<file path="src/hdl/tbbf_pkg.sv">
`timescale 1ns / 1ps
`default_nettype none

package tbbf_pkg;

  localparam int HOST_PACKET_BYTES = 64;
  localparam int CHUNK_W = $clog2(HOST_PACKET_BYTES + 1);

  localparam int QUEUE_DEPTH = 4;
  localparam int QPTR_W = $clog2(QUEUE_DEPTH);
  localparam int QCNT_W = $clog2(QUEUE_DEPTH + 1);

  localparam logic OP_HOST   = 1'b0;
  localparam logic OP_SAMPLE = 1'b1;

  localparam logic [1:0] KIND_WRITE  = 2'd0;
  localparam logic [1:0] KIND_STROBE = 2'd1;
  localparam logic [1:0] KIND_BYTE   = 2'd2;

  localparam logic [3:0] HDR_FLAG   = 4'd0;
  localparam logic [3:0] HDR_LEN_LO = 4'd1;
  localparam logic [3:0] HDR_LEN_HI = 4'd2;
  localparam logic [3:0] HDR_SKIP   = 4'd3;
  localparam logic [3:0] HDR_LAST   = 4'd7;

  localparam logic [2:0] LEN_DIGITS  = 3'd5;
  localparam logic [2:0] BYTE_DIGITS = 3'd4;
  localparam logic [2:0] ONE_RESULT  = 3'd1;

  typedef struct packed {
    logic [1:0] kind;
    logic       level;
    logic [9:0] value;
    logic [2:0] count;
    logic [7:0] read_byte;
    logic       pe;
  } cmd_t;

  function automatic logic [16:0] transfer_size(input logic [15:0] len);
    logic [16:0] size;
    if (len == 16'd1 || len == 16'd2 || len == 16'd4) begin
      size = {1'b0, len};
    end else if (len == 16'd6 || len == 16'd7) begin
      size = 17'd8;
    end else begin
      size = {1'b0, len} + 17'd8;
    end
    return size;
  endfunction

endpackage

`default_nettype wire

</file>
<file path="src/hdl/two_bit_bus_bridge_framer_core.sv">
`timescale 1ns / 1ps
`default_nettype none

// Turns host command packets and bus read samples into a stream of bus clocks. Each accepted
// transaction is classified by the front end, which keeps all header, transfer and read
// assembly state, and becomes at most one command in a four-entry queue. The back end emits
// one result per cycle from the queue head as long as the consumer pops them: five digits
// for the length field, four for each address or write data byte, and one for a read
// sample. A write data byte therefore takes four results; a read sample takes one and a
// dropped byte none, and input is taken back to back as long as the queue has room.
module two_bit_bus_bridge_framer_core (
  input  wire logic       clk,
  input  wire logic       rst,
  input  wire logic       push,
  output      logic       full,
  input  wire logic       op,
  input  wire logic [7:0] host_byte,
  input  wire logic       packet_end,
  input  wire logic       bus_wait,
  input  wire logic [1:0] bus_read_digit,
  output      logic       empty,
  input  wire logic       pop,
  output      logic [1:0] kind,
  output      logic       bus_write_level,
  output      logic [1:0] bus_digit,
  output      logic [7:0] read_byte,
  output      logic       host_packet_end,
  output      logic       last
);

  logic                          accept;
  logic                          cmd_push;
  tbbf_pkg::cmd_t                cmd;
  logic                          q_valid;
  logic                          q_pop;
  tbbf_pkg::cmd_t                q_head;
  logic [tbbf_pkg::QCNT_W-1:0]   q_count;

  assign accept = push && !full;

  tbbf_front u_front (
    .clk            (clk),
    .rst            (rst),
    .accept         (accept),
    .op             (op),
    .host_byte      (host_byte),
    .packet_end     (packet_end),
    .bus_wait       (bus_wait),
    .bus_read_digit (bus_read_digit),
    .cmd_push       (cmd_push),
    .cmd            (cmd)
  );

  tbbf_queue u_queue (
    .clk      (clk),
    .rst      (rst),
    .push     (cmd_push),
    .push_cmd (cmd),
    .pop      (q_pop),
    .full     (full),
    .valid    (q_valid),
    .head     (q_head),
    .count    (q_count)
  );

  tbbf_back u_back (
    .clk             (clk),
    .rst             (rst),
    .q_valid         (q_valid),
    .q_head          (q_head),
    .q_pop           (q_pop),
    .pop             (pop),
    .empty           (empty),
    .kind            (kind),
    .bus_write_level (bus_write_level),
    .bus_digit       (bus_digit),
    .read_byte       (read_byte),
    .host_packet_end (host_packet_end),
    .last            (last)
  );

  a_kind_legal : assert property (@(posedge clk) disable iff (rst)
    !empty |-> (kind == tbbf_pkg::KIND_WRITE || kind == tbbf_pkg::KIND_STROBE ||
                kind == tbbf_pkg::KIND_BYTE))
    else $error("result kind out of range");

  a_strobe_last : assert property (@(posedge clk) disable iff (rst)
    (!empty && kind != tbbf_pkg::KIND_WRITE) |-> last)
    else $error("read strobe result not marked last");

  a_strobe_clean : assert property (@(posedge clk) disable iff (rst)
    (!empty && kind == tbbf_pkg::KIND_STROBE) |->
      (read_byte == 8'd0 && host_packet_end == 1'b0 && bus_digit == 2'd0 &&
       bus_write_level == 1'b0))
    else $error("strobe-only result carries data");

  a_queue_bound : assert property (@(posedge clk) disable iff (rst)
    q_count <= tbbf_pkg::QCNT_W'(tbbf_pkg::QUEUE_DEPTH))
    else $error("command queue overflow");

endmodule

`default_nettype wire

</file>
<file path="src/hdl/tbbf_front.sv">
`timescale 1ns / 1ps
`default_nettype none

module tbbf_front (
  input  wire logic               clk,
  input  wire logic               rst,
  input  wire logic               accept,
  input  wire logic               op,
  input  wire logic [7:0]         host_byte,
  input  wire logic               packet_end,
  input  wire logic               bus_wait,
  input  wire logic [1:0]         bus_read_digit,
  output      logic               cmd_push,
  output      tbbf_pkg::cmd_t     cmd
);

  logic [3:0]                   header_position, header_position_next;
  logic                         write_flag, write_flag_next;
  logic [7:0]                   length_low, length_low_next;
  logic [16:0]                  remaining_bytes, remaining_bytes_next;
  logic                         drop_rest, drop_rest_next;
  logic [7:0]                   read_accumulator, read_accumulator_next;
  logic [1:0]                   read_digit_count, read_digit_count_next;
  logic [tbbf_pkg::CHUNK_W-1:0] read_chunk_count, read_chunk_count_next;
  logic                         has_cmd;
  logic [15:0]                  len;
  logic [7:0]                   acc_shift;

  assign len       = {host_byte, length_low};
  assign acc_shift = {bus_read_digit, read_accumulator[7:2]};

  always_comb begin
    header_position_next  = header_position;
    write_flag_next       = write_flag;
    length_low_next       = length_low;
    remaining_bytes_next  = remaining_bytes;
    drop_rest_next        = drop_rest;
    read_accumulator_next = read_accumulator;
    read_digit_count_next = read_digit_count;
    read_chunk_count_next = read_chunk_count;
    has_cmd               = 1'b0;
    cmd.kind              = tbbf_pkg::KIND_WRITE;
    cmd.level             = write_flag;
    cmd.value             = {2'b00, host_byte};
    cmd.count             = tbbf_pkg::BYTE_DIGITS;
    cmd.read_byte         = 8'd0;
    cmd.pe                = 1'b0;

    if (op == tbbf_pkg::OP_HOST) begin
      if (drop_rest) begin
        if (packet_end) begin
          drop_rest_next = 1'b0;
        end
      end else if (header_position == tbbf_pkg::HDR_FLAG && remaining_bytes != 17'd0) begin
        if (write_flag) begin
          has_cmd              = 1'b1;
          cmd.level            = 1'b1;
          remaining_bytes_next = remaining_bytes - 17'd1;
          if (remaining_bytes_next == 17'd0 && !packet_end) begin
            drop_rest_next = 1'b1;
          end
        end
      end else begin
        case (header_position)
          tbbf_pkg::HDR_FLAG: begin
            write_flag_next = (host_byte != 8'd0);
          end
          tbbf_pkg::HDR_LEN_LO: begin
            length_low_next = host_byte;
          end
          tbbf_pkg::HDR_LEN_HI: begin
            remaining_bytes_next = tbbf_pkg::transfer_size(len);
            has_cmd              = 1'b1;
            cmd.value            = len[9:0];
            cmd.count            = tbbf_pkg::LEN_DIGITS;
          end
          tbbf_pkg::HDR_SKIP: begin
          end
          default: begin
            has_cmd = 1'b1;
          end
        endcase

        if (header_position >= tbbf_pkg::HDR_LAST) begin
          header_position_next  = tbbf_pkg::HDR_FLAG;
          read_accumulator_next = 8'd0;
          read_digit_count_next = 2'd0;
          read_chunk_count_next = '0;
          if (!write_flag && !packet_end) begin
            drop_rest_next = 1'b1;
          end
        end else if (packet_end) begin
          header_position_next = tbbf_pkg::HDR_FLAG;
          remaining_bytes_next = 17'd0;
        end else begin
          header_position_next = header_position + 4'd1;
        end
      end
    end else begin
      if (header_position == tbbf_pkg::HDR_FLAG && remaining_bytes != 17'd0 && !write_flag) begin
        has_cmd   = 1'b1;
        cmd.kind  = tbbf_pkg::KIND_STROBE;
        cmd.level = 1'b0;
        cmd.value = 10'd0;
        cmd.count = tbbf_pkg::ONE_RESULT;
        if (!bus_wait) begin
          if (read_digit_count == 2'd3) begin
            cmd.kind              = tbbf_pkg::KIND_BYTE;
            cmd.read_byte         = acc_shift;
            read_accumulator_next = 8'd0;
            read_digit_count_next = 2'd0;
            remaining_bytes_next  = remaining_bytes - 17'd1;
            read_chunk_count_next = read_chunk_count + tbbf_pkg::CHUNK_W'(1);
            if (read_chunk_count_next >= tbbf_pkg::CHUNK_W'(tbbf_pkg::HOST_PACKET_BYTES) ||
                remaining_bytes_next == 17'd0) begin
              cmd.pe                = 1'b1;
              read_chunk_count_next = '0;
            end
          end else begin
            read_accumulator_next = acc_shift;
            read_digit_count_next = read_digit_count + 2'd1;
          end
        end
      end
    end
  end

  assign cmd_push = accept && has_cmd;

  always_ff @(posedge clk) begin
    if (rst) begin
      header_position  <= tbbf_pkg::HDR_FLAG;
      write_flag       <= 1'b0;
      length_low       <= 8'd0;
      remaining_bytes  <= 17'd0;
      drop_rest        <= 1'b0;
      read_accumulator <= 8'd0;
      read_digit_count <= 2'd0;
      read_chunk_count <= '0;
    end else if (accept) begin
      header_position  <= header_position_next;
      write_flag       <= write_flag_next;
      length_low       <= length_low_next;
      remaining_bytes  <= remaining_bytes_next;
      drop_rest        <= drop_rest_next;
      read_accumulator <= read_accumulator_next;
      read_digit_count <= read_digit_count_next;
      read_chunk_count <= read_chunk_count_next;
    end
  end

endmodule

`default_nettype wire

</file>
<file path="src/hdl/tbbf_queue.sv">
`timescale 1ns / 1ps
`default_nettype none

module tbbf_queue (
  input  wire logic                      clk,
  input  wire logic                      rst,
  input  wire logic                      push,
  input  wire tbbf_pkg::cmd_t            push_cmd,
  input  wire logic                      pop,
  output      logic                      full,
  output      logic                      valid,
  output      tbbf_pkg::cmd_t            head,
  output      logic [tbbf_pkg::QCNT_W-1:0] count
);

  tbbf_pkg::cmd_t              slots [tbbf_pkg::QUEUE_DEPTH];
  logic [tbbf_pkg::QPTR_W-1:0] wr_ptr;
  logic [tbbf_pkg::QPTR_W-1:0] rd_ptr;
  logic                        do_pop;

  assign full   = (count == tbbf_pkg::QCNT_W'(tbbf_pkg::QUEUE_DEPTH));
  assign valid  = (count != '0);
  assign head   = slots[rd_ptr];
  assign do_pop = pop && valid;

  always_ff @(posedge clk) begin
    if (push) begin
      slots[wr_ptr] <= push_cmd;
    end
  end

  always_ff @(posedge clk) begin
    if (rst) begin
      wr_ptr <= '0;
      rd_ptr <= '0;
      count  <= '0;
    end else begin
      if (push) begin
        wr_ptr <= wr_ptr + tbbf_pkg::QPTR_W'(1);
      end
      if (do_pop) begin
        rd_ptr <= rd_ptr + tbbf_pkg::QPTR_W'(1);
      end
      if (push && !do_pop) begin
        count <= count + tbbf_pkg::QCNT_W'(1);
      end else if (!push && do_pop) begin
        count <= count - tbbf_pkg::QCNT_W'(1);
      end
    end
  end

endmodule

`default_nettype wire

</file>
<file path="src/hdl/tbbf_back.sv">
`timescale 1ns / 1ps
`default_nettype none

module tbbf_back (
  input  wire logic           clk,
  input  wire logic           rst,
  input  wire logic           q_valid,
  input  wire tbbf_pkg::cmd_t q_head,
  output      logic           q_pop,
  input  wire logic           pop,
  output      logic           empty,
  output      logic [1:0]     kind,
  output      logic           bus_write_level,
  output      logic [1:0]     bus_digit,
  output      logic [7:0]     read_byte,
  output      logic           host_packet_end,
  output      logic           last
);

  logic       out_valid;
  logic [2:0] idx;
  logic       load;
  logic       is_last;

  assign empty   = !out_valid;
  assign load    = q_valid && (!out_valid || pop);
  assign is_last = (idx == q_head.count - 3'd1);
  assign q_pop   = load && is_last;

  always_ff @(posedge clk) begin
    if (rst) begin
      out_valid <= 1'b0;
      idx       <= 3'd0;
    end else begin
      if (load) begin
        out_valid <= 1'b1;
        idx       <= is_last ? 3'd0 : idx + 3'd1;
      end else if (pop) begin
        out_valid <= 1'b0;
      end
    end
  end

  always_ff @(posedge clk) begin
    if (load) begin
      kind            <= q_head.kind;
      bus_write_level <= q_head.level;
      bus_digit       <= q_head.value[{idx, 1'b0} +: 2];
      read_byte       <= q_head.read_byte;
      host_packet_end <= q_head.pe;
      last            <= is_last;
    end
  end

endmodule

`default_nettype wire
</file>
<file path="config.mk">
export PLATFORM = sky130hd
export DESIGN_NAME = two_bit_bus_bridge_framer_core
export DESIGN_NICKNAME = d
export VERILOG_FILES = /design/src/hdl/tbbf_pkg.sv /design/src/hdl/two_bit_bus_bridge_framer_core.sv /design/src/hdl/tbbf_front.sv /design/src/hdl/tbbf_queue.sv /design/src/hdl/tbbf_back.sv
export SDC_FILE = /design/constraint.sdc
export NUM_CORES = 1
export LEC_CHECK = 0
export BUFFER_PORTS_ARGS = -buffer_cell sky130_fd_sc_hd__buf_2
export CORE_MARGIN = 10
export CORE_UTILIZATION = 55
export DETAILED_ROUTE_END_ITERATION = 6
export GPL_TIMING_DRIVEN = 1
export PLACE_DENSITY_LB_ADDON = 0.2
export SYNTH_ARGS = -nofsm -noshare
export SYNTH_HDL_FRONTEND = slang
export SYNTH_HIERARCHICAL = 1
export SYNTH_SLANG_ARGS = --single-unit
</file>
<file path="constraint.sdc">
create_clock -name clk -period 6.12 [get_ports clk]
set_input_delay 0.918 -clock clk [delete_from_list [all_inputs] [get_ports clk]]
set_output_delay 0.918 -clock clk [all_outputs]
set_load 0.005 [all_outputs]
</file>
# Word level (Yosys, flattened, before mapping)
# Memories as Yosys holds them, arrays and structs flattened. A register that Yosys moved wholly into a read port is not among the register bits.
# Index checks and enable logic that the tools add are counted.
[word_totals]
register_bits = 74
ram_bits = 100
input_bits = 17
out_inout_bits = 17
word_cells = 163
memories = 1
[classes]
n_addsub = 11
order_cmp = 2
eq_ne = 17
shift = 1
mux = 71
bitwise = 3
n_reduce_logical = 38
[memory_table]
columns = ["name", "words", "width", "read_ports", "rd_ports_with_merged_regs", "write_ports", "line_no", "source"]
rows = [
  ["u_queue.slots", 4, 25, 1, 1, 1, "tbbf_queue.sv:16", "tbbf_pkg::cmd_t slots [tbbf_pkg::QUEUE_DEPTH];"],
]
[op_table]
columns = ["operator", "count"]
rows = [
  ["2-to-1 mux 17 bit", 12],
  ["2-to-1 mux 7 bit", 8],
  ["2-to-1 mux 8 bit", 7],
  ["equality test 16 x 3 -> 1 bit (second input constant)", 3],
  ["2-to-1 mux 14 bit", 2],
  ["2-to-1 mux 9 bit", 3],
  ["2-to-1 mux 13 bit", 2],
  ["2-to-1 mux 25 bit", 1],
  ["2-to-1 mux 2 bit", 12],
  ["2-to-1 mux 1 bit", 19],
  ["adder 16 x 4 -> 17 bit (second input constant)", 1],
  ["logical NOT 17 bit", 1],
  ["nonzero test 17 bit", 1],
  ["subtractor 17 x 1 -> 17 bit (second input constant)", 1],
  ["equality test 16 x 1 -> 1 bit (second input constant)", 1],
  ["equality test 16 x 2 -> 1 bit (second input constant)", 1],
  ["AND reduction 6 bit", 2],
  ["logical AND 1 bit", 11],
  ["AND reduction 5 bit", 2],
  ["indexed part select 10 x 5 -> 2 bit", 1],
  ["2-to-1 mux 3 bit", 3],
  ["equality test 4 x 2 -> 1 bit (second input constant)", 2],
  ["2-to-1 mux 4 bit", 2],
  ["nonzero test 8 bit", 1],
  ["24 further kinds", 44],
]

# Depth between registers and ports, before layout
# Gate-level depths: netlist (run 1).
[depth]
depth_word = 11
mapped_depth = 15

# Cells and area by module
# The synthesis (run 1) kept the hierarchy.
[modules_own_cells]
columns = ["mod", "n_inst", "cells_per_inst", "area_per_inst_um2", "seq_area_each_um2"]
rows = [
  ["tbbf_queue", 1, 175, 4095.2, 3183.1],
  ["tbbf_front", 1, 405, 3349.5, 920.9],
  ["tbbf_back", 1, 57, 805.8, 530.5],
  ["two_bit_bus_bridge_framer_core", 1, 1, 13.8, 0.0],
]

# Worst setup path after synthesis (run 1)
# OpenSTA, ideal clock, no wires.
[synth_timing]
kind = "in2reg"
start = "input port op"
end = "register u_queue/count[2] in the netlist's numbering"
arrival_time_ns = 3.236
required_time_ns = 6.050
setup_slack_ns = 2.814
cell_stages = 11
path_buffers = 1
path_cell_list = "buf_2 -> or2_2 -> nor2_1 -> nand2_1 -> a21boi_0 -> ha_1 -> inv_1 -> fa_1 -> xor2_1 -> or3_1 -> a21oi_1"
[synth_via]
elab_chain_len = 5
[synth_lines]
columns = ["element", "line_no", "source"]
rows = [
  ["from (decl)", "two_bit_bus_bridge_framer_core.sv:16", "input wire logic op,"],
  ["2-to-1 mux 1 bit (*)", "tbbf_front.sv:49", "if (op == tbbf_pkg::OP_HOST) begin"],
  ["logical AND 1 bit (*)", "tbbf_front.sv:128", "assign cmd_push = accept && has_cmd;"],
  ["named net cmd_push", "two_bit_bus_bridge_framer_core.sv:32", "logic cmd_push;"],
  ["logical NOT 1 bit", "tbbf_queue.sv:46", "end else if (!push && do_pop) begin"],
  ["logical AND 1 bit", "tbbf_queue.sv:46", ""],
  ["nonzero test 2 bit (no source line)", "n/a", ""],
  ["to (signal assigned)", "tbbf_queue.sv:45", "count <= count + tbbf_pkg::QCNT_W'(1);"],
  ["to (signal assigned)", "tbbf_queue.sv:47", "count <= count - tbbf_pkg::QCNT_W'(1);"],
  ["to (decl)", "tbbf_queue.sv:13", "output logic [tbbf_pkg::QCNT_W-1:0] count"],
]
# Mark *: on every way through the listed nets, which the timed path passes. The rest lies on a longest branch.
# A chain may end at the register's enable or synchronous reset.

# Final worst setup path (run 1)
[layout_timing]
start = "register u_front.header_position[0]"
end = "register u_queue/count[2] in the netlist's numbering"
[layout_via]
elab_chain_len = 10
[layout_lines]
columns = ["element", "line_no", "source"]
rows = [
  ["from (decl)", "tbbf_front.sv:17", "logic [3:0] header_position, header_position_next;"],
  ["from (signal assigned)", "tbbf_front.sv:132", "header_position <= tbbf_pkg::HDR_FLAG;"],
  ["from (signal assigned)", "tbbf_front.sv:141", "header_position <= header_position_next;"],
  ["equality test 4 x 1 -> 1 bit (tied with other cells)", "tbbf_front.sv:64", "case (header_position)"],
  ["OR reduction 3 bit (no source line)", "n/a", ""],
  ["2-to-1 mux 1 bit", "tbbf_front.sv:64", ""],
  ["2-to-1 mux 1 bit", "tbbf_front.sv:54", "end else if (header_position == tbbf_pkg::HDR_FLAG && remaining_bytes != 17'd0) begin"],
  ["2-to-1 mux 1 bit", "tbbf_front.sv:50", "if (drop_rest) begin"],
  ["2-to-1 mux 1 bit (*)", "tbbf_front.sv:49", ""],
  ["logical AND 1 bit (*)", "tbbf_front.sv:128", ""],
  ["named net cmd_push", "two_bit_bus_bridge_framer_core.sv:32", ""],
  ["logical NOT 1 bit", "tbbf_queue.sv:46", ""],
  ["logical AND 1 bit", "tbbf_queue.sv:46", ""],
  ["nonzero test 2 bit (no source line)", "n/a", ""],
]
# Marked as above.

==> impl_metrics.ini, run 1 <==
[placement]
gp_congestion = 0.908
io_buffers = 33
dpl.hpwl_um = 11300
placed_cells = 828
placed_area_mm2 = 0.00850
dpl_worst_slack_ns = 2.33

[hold_path]
hold_path_class = reg -> reg

[synthesis]
synth_fp_nets = 673
synth-adder-area-share = 0.0282
synth_compound_area_frac = 0.112
synthFlopType = edfxtp_1
yosys_warnings = 6
synth_cells = 638
synth-simple-area-share = 0.140
netlist_area_mm2 = 0.00826
synth_top_family_by_area = simple AND/OR/NAND/NOR gates
synthXorXnorAreaFrac = 0.0338
synth_cell_types = 77
seq_area_frac_synth = 0.561
synthMuxAreaShare = 0.0907
synth_edf_count = 115
yosys_register_bits = 174
syn-mean-instance-area_um2 = 13.0
synth-async-reset-ratio = 0

[cells_and_area]
fin_nets = 698
layout_common_cells = edfxtp_1 (115), dfxtp_1 (59), nor2_1 (44)
fin_cells = 859
final_common_cell = edfxtp_1
fin_area_mm2 = 0.00907
final_layout_size_suffix_gt1_frac = 0.182
syn2layout_area_growth_pct = 9.75
diodes = 0

[grt]
grt_util_met3 = 0.0487
met2_usage = 0.279
grt.met1_usage = 0.225
track_usage = 0.173
grt_pass1_vias = 5283
grt_first_pass_wirelength_um = 27900
grt-busiest-layer = met2
antenna_found_initial = 1
grt_max_degree = 42
overflow = 0

[setup_path]
worstPathArrival_ns = 4.18
cpMaxStageDelayCell = a21boi_0
cp-start-kind = flop
critical_path_required_ns = 6.47
crit_family = compound AO/OA/AOI/OAI gates
critPathMaxFanout = 7
path_class = reg -> reg
crit_path_end_kind = flop
max_stage_delay_ns = 0.79
path_buf_inv = 2
path_cells = inv_1, ha_1, nor3b_2, nand2b_1, a21oi_4, nand2_1, a21boi_0, ha_1, inv_1, fa_1, xor2_1, or3_1, a21oi_1

[power]
clockPowerShare = 0.220
p_switching_mw = 1.75
cellLeakagePower_nw = 3.25
combPwrFrac = 0.405
ir_worst_vdd_mv = 0.374
power.density_mw_per_mm2 = 522
p_total_mw = 4.74
seqPwrFrac = 0.375
internal_power_mw = 2.98
switching_share = 0.371

[clock_tree]
clock_latency_ns = 0.43
clock_sinks = 174
htree_levels = 4
clk_path_buf_depth = 2
post_cts_buffers = 0
cts_resized = 0
cts_tree = built
numCtsBuffers = 17
clk_pin_slew_ns = 0.07
hold_buffers = 0
cts_root_buf = clkbuf_16

[detailed_routing]
drc_errors = 0
ant_nets = 0
drtIter0Drc = 445
routed_via_density = 6.07
totalWireLength_um = 16900
dr_total_vias = 5217
avgRoutedWirePerCell_um = 19.7
firstDrtPassIters = 5

[floorplanning]
die_h_um = 143
dieArea_mm2 = 0.0203
start_util = 0.564
row_count = 44
io_pins = 34
die_w_um = 143
core_area_mm2 = 0.0146

[status]
outcome = completed

[sta]
timing.final.ws_setup_ns = 2.29
period_share = 0.626
final_max_slew_viol_count = 0
rsz0062_at_grt = false
tns_ns = 0
fmax_ghz = 0.261
tightest_slew_ns = 0.972
fin_worst_skew_ns = 0.0132
maxSlewHeadroom = 0.346
period_minus_slack_ns = 3.83
setup_viol = 0
hold_viol = 0

[run]
max_cap_violations = 0
## layout make-up
type / instances / area [µm²]
clock buffer: 17 / 425
clock inverter: 14 / 140
fill: 1098 / 5570
inverter: 19 / 71.3
multi-input combinational: 411 / 3350
sequential: 174 / 4630
tap: 184 / 230
timing repair buffer: 40 / 218
## power by group through the flow
stage | registers [mW] | clock network, mW | logic (mW)
global placement | 1.79 | 0 | 1.88
global route | 1.81 | 1.11 | 2.12
detailed placement | 1.80 | 0 | 1.91
finish | 1.78 | 1.04 | 1.92
floorplan | 1.74 | 0 | 1.52
CTS | 1.78 | 1.06 | 1.92
## path summary, 6_finish.rpt
kind,start,end,slack [ns],cells past startpoint
worst min register to register,u_front/read_digit_count[1],u_front/read_digit_count[1],0.47,2
worst max-delay path,u_front/header_position[0],u_queue/count[2],2.29,13
worst max register to register,u_front/header_position[0],u_queue/count[2],2.29,13
worst min-delay path,u_front/read_digit_count[1],u_front/read_digit_count[1],0.47,2
## cell families (layout without fill, tap and decap cells)
| logic type | count (synthesis) | count (layout) |
|---|---|---|
| AO/OA/AOI/OAI | 123 | 123 |
| buffers and inverters | 53 | 90 |
| adder cells (fa/ha/maj) | 18 | 18 |
| XOR/XNOR | 31 | 31 |
| multiplexers | 39 | 39 |
| flip-flops | 174 | 174 |
| AND/OR/NAND/NOR | 199 | 199 |
| other | 1 | 1 |
## worst min-delay path, delay by kind of cell (launching register included)
family / cells / cell delay, ns
AOI/OAI and AO/OA: 1 / 0.05
DFF: 1 / 0.31
and+or+nand+nor: 1 / 0.06
## layer usage
metal  vias up  share of wire
met2       142           0.48
met4         0          0.012
met3        21          0.051
met1      2584           0.45
li1       2470              -
met5         -              0
## cell usage after synthesis (3+ instances only)
cell	n	area, µm²
mux2i_1	10	100
nand3_1	20	100
nand2_1	42	158
inv_1	18	67.6
o21ai_0	21	105
a21o_1	4	30.0
a21oi_2	3	26.3
nand4_1	9	56.3
ha_1	17	213
o31ai_1	4	30.0
or3_1	4	25.0
nor3_1	13	65.1
xor2_1	20	175
nor2b_1	4	25.0
nor4_1	3	18.8
nand2b_1	5	31.3
o221ai_1	4	35.0
buf_6	3	33.8
o22ai_1	6	37.5
and2_1	20	125
nor4b_1	3	26.3
nor2_1	44	165
xnor2_1	10	87.6
nor4_4	4	85.1
mux4_2	22	495
a21oi_1	20	100
a32o_1	11	110
o21ai_1	8	40.0
and3_1	4	25.0
a22o_1	12	105
edfxtp_1	115	3450
clkbuf_1	13	48.8
o21a_1	3	22.5
a22oi_1	11	82.6
buf_2	12	60.1
dfxtp_1	59	1180
mux4_1	5	131
nand4b_1	3	26.3
## flip-flops by register name, summed over array words and instances (netlist names), 2 cells and up, named ones only
name	cells
u_back/bus_digit	2
u_front/header_position	4
u_queue/slots	100
u_queue/wr_ptr	2
u_front/read_chunk_count	7
u_back/kind	2
u_front/remaining_bytes	17
u_queue/rd_ptr	2
u_queue/count	3
u_front/read_digit_count	2
u_back/read_byte	8
u_front/read_accumulator	6
u_back/idx	3
u_front/length_low	8
## per-stage QoR
stage                      util  hold WS (ns)
after floorplan               -         0.427
final                     0.619         0.468
after global routing      0.619         0.506
after global placement    0.581         0.441
after CTS                 0.619         0.467
after detailed placement  0.581         0.460
(Power assumes the default switching activity.)
==> inputs of run 2 (changes only) <==
Clock period 6.12 ns to 3.4 ns, I/O delays scaled along.
==> run 2 against run 1 <==
  * Global-route usage grew 0.39 points
  * Non-clock buffer count up 13
  * Largest power group unchanged
  * Critical path type unchanged
  * Cell count up 1.6%
  * Routed wire length up 5.0%
==> impl_metrics.ini, run 2 (synthesized netlist as in run 1, its figures left out) <==
[placement]
gp_congestion = 0.960
dpl.hpwl_um = 12200
placed_cells = 841
io_buffers = 33

[detailed_routing]
firstDrtPassIters = 5
dr_total_vias = 5333
routed_via_density = 6.11
totalWireLength_um = 17700
drc_errors = 0
drtIter0Drc = 521
avgRoutedWirePerCell_um = 20.3
ant_nets = 0

[power]
power.density_mw_per_mm2 = 957
p_total_mw = 8.81
cellLeakagePower_nw = 3.34
ir_worst_vdd_mv = 0.705

[grt]
track_usage = 0.177
overflow = 0
grt_max_degree = 31
grt_first_pass_wirelength_um = 28300
grt_pass1_vias = 5267
antenna_found_initial = 0

[clock_tree]
cts_root_buf = clkbuf_16
htree_levels = 4
clock_latency_ns = 0.42
numCtsBuffers = 17
cts_tree = built
clk_pin_slew_ns = 0.07
clock_sinks = 174
clk_path_buf_depth = 2
hold_buffers = 0

[floorplanning]
dieArea_mm2 = 0.0203
core_area_mm2 = 0.0146
row_count = 44
io_pins = 34
die_w_um = 143
die_h_um = 143
start_util = 0.564

[setup_path]
critical_path_required_ns = 3.76
worstPathArrival_ns = 3.59
path_class = reg -> reg
crit_path_end_kind = flop
critPathMaxFanout = 7
cp-start-kind = flop

[cells_and_area]
diodes = 0
layout_common_cells = edfxtp_1 (115), dfxtp_1 (59), nor2_1 (44)
largest_register_ff_count = 100
fin_cells = 873
largest-register = u_queue/slots
final_common_cell = edfxtp_1
final_layout_size_suffix_gt1_frac = 0.202
n_fill_cell = 1137
top_regs = u_queue/slots (100), u_front/remaining_bytes (17)
syn2layout_area_growth_pct = 11.5
fin_nets = 711

[sta]
tightest_slew_ns = 0.796
fmax_ghz = 0.309
hold_viol = 0
rsz0062_at_grt = false
period_share = 0.952
final_max_slew_viol_count = 0
tns_ns = 0
setup_viol = 0
period_minus_slack_ns = 3.24
fin_worst_skew_ns = 0.00901
maxSlewHeadroom = 0.469

[hold_path]
hold_path_class = in -> reg

[run]
max_cap_violations = 0

[status]
outcome = completed
-- run 2: path summary, 6_finish.rpt --
path,start,endpoint,slack (ns),depth (start not counted)
min,bus_read_digit[1],u_front/read_accumulator[7],0.36,3
min reg2reg,u_front/read_digit_count[1],u_front/read_digit_count[1],0.47,2
max reg2reg,u_front/header_position[0],u_queue/count[2],0.16,13
max,u_front/header_position[0],u_queue/count[2],0.16,13
-- run 2: report_power, final --
group / internal (mW) / total (mW) / switching, mW
clock: 1.18 / 1.99 / 0.805
sequential: 2.91 / 3.19 / 0.288
combinational: 1.46 / 3.63 / 2.17
total: 5.55 / 8.81 / 3.27
-- run 2: critical path, stage by stage (launching register included) --
cell	delay, ns
dfxtp_1	0.36
inv_1	0.11
ha_1	0.18
nor3b_4	0.33
nand2b_1	0.14
a21oi_4	0.27
nand2_1	0.19
a21boi_1	0.29
ha_1	0.24
inv_1	0.06
fa_1	0.37
xor2_1	0.16
or3_1	0.31
a21oi_1	0.14
-- run 2: final cells by class --
type                    count  area [µm²]  share of cell area
repair buffers             53         315              0.0342
multi-input cells         411        3360               0.364
clock inverters            12         158              0.0171
clock buffers              20         447              0.0485
inverters                  19        71.3             0.00774
well taps                 184         230              0.0250
flip-flops and latches    174        4630               0.503
-- run 2: metal layers --
metal | track usage | vias to the layer above | routed length [µm]
met5 | 0 | - | 0
met4 | 0.0603 | 0 | 238
met3 | 0.0367 | 24 | 931
met2 | 0.278 | 154 | 8480
met1 | 0.241 | 2654 | 8090
li1 | - | 2501 | -
-- run 2: stage by stage --
step	utilization	hold slack (ns)	setup slack, ns	cell area (µm²)
floorplan	-	0.427	0.227	8260
global placement	0.587	0.446	0.256	8600
detailed placement	0.587	0.457	0.0854	8600
CTS	0.629	0.338	0.0449	9210
global route	0.629	0.366	0.0190	9210
finish	0.629	0.357	0.163	9210
-- run 2: timing repair --
item                       CTS  global route
setup endpoints to repair    0             1
gates resized for setup      0             2
buffers inserted             0             0
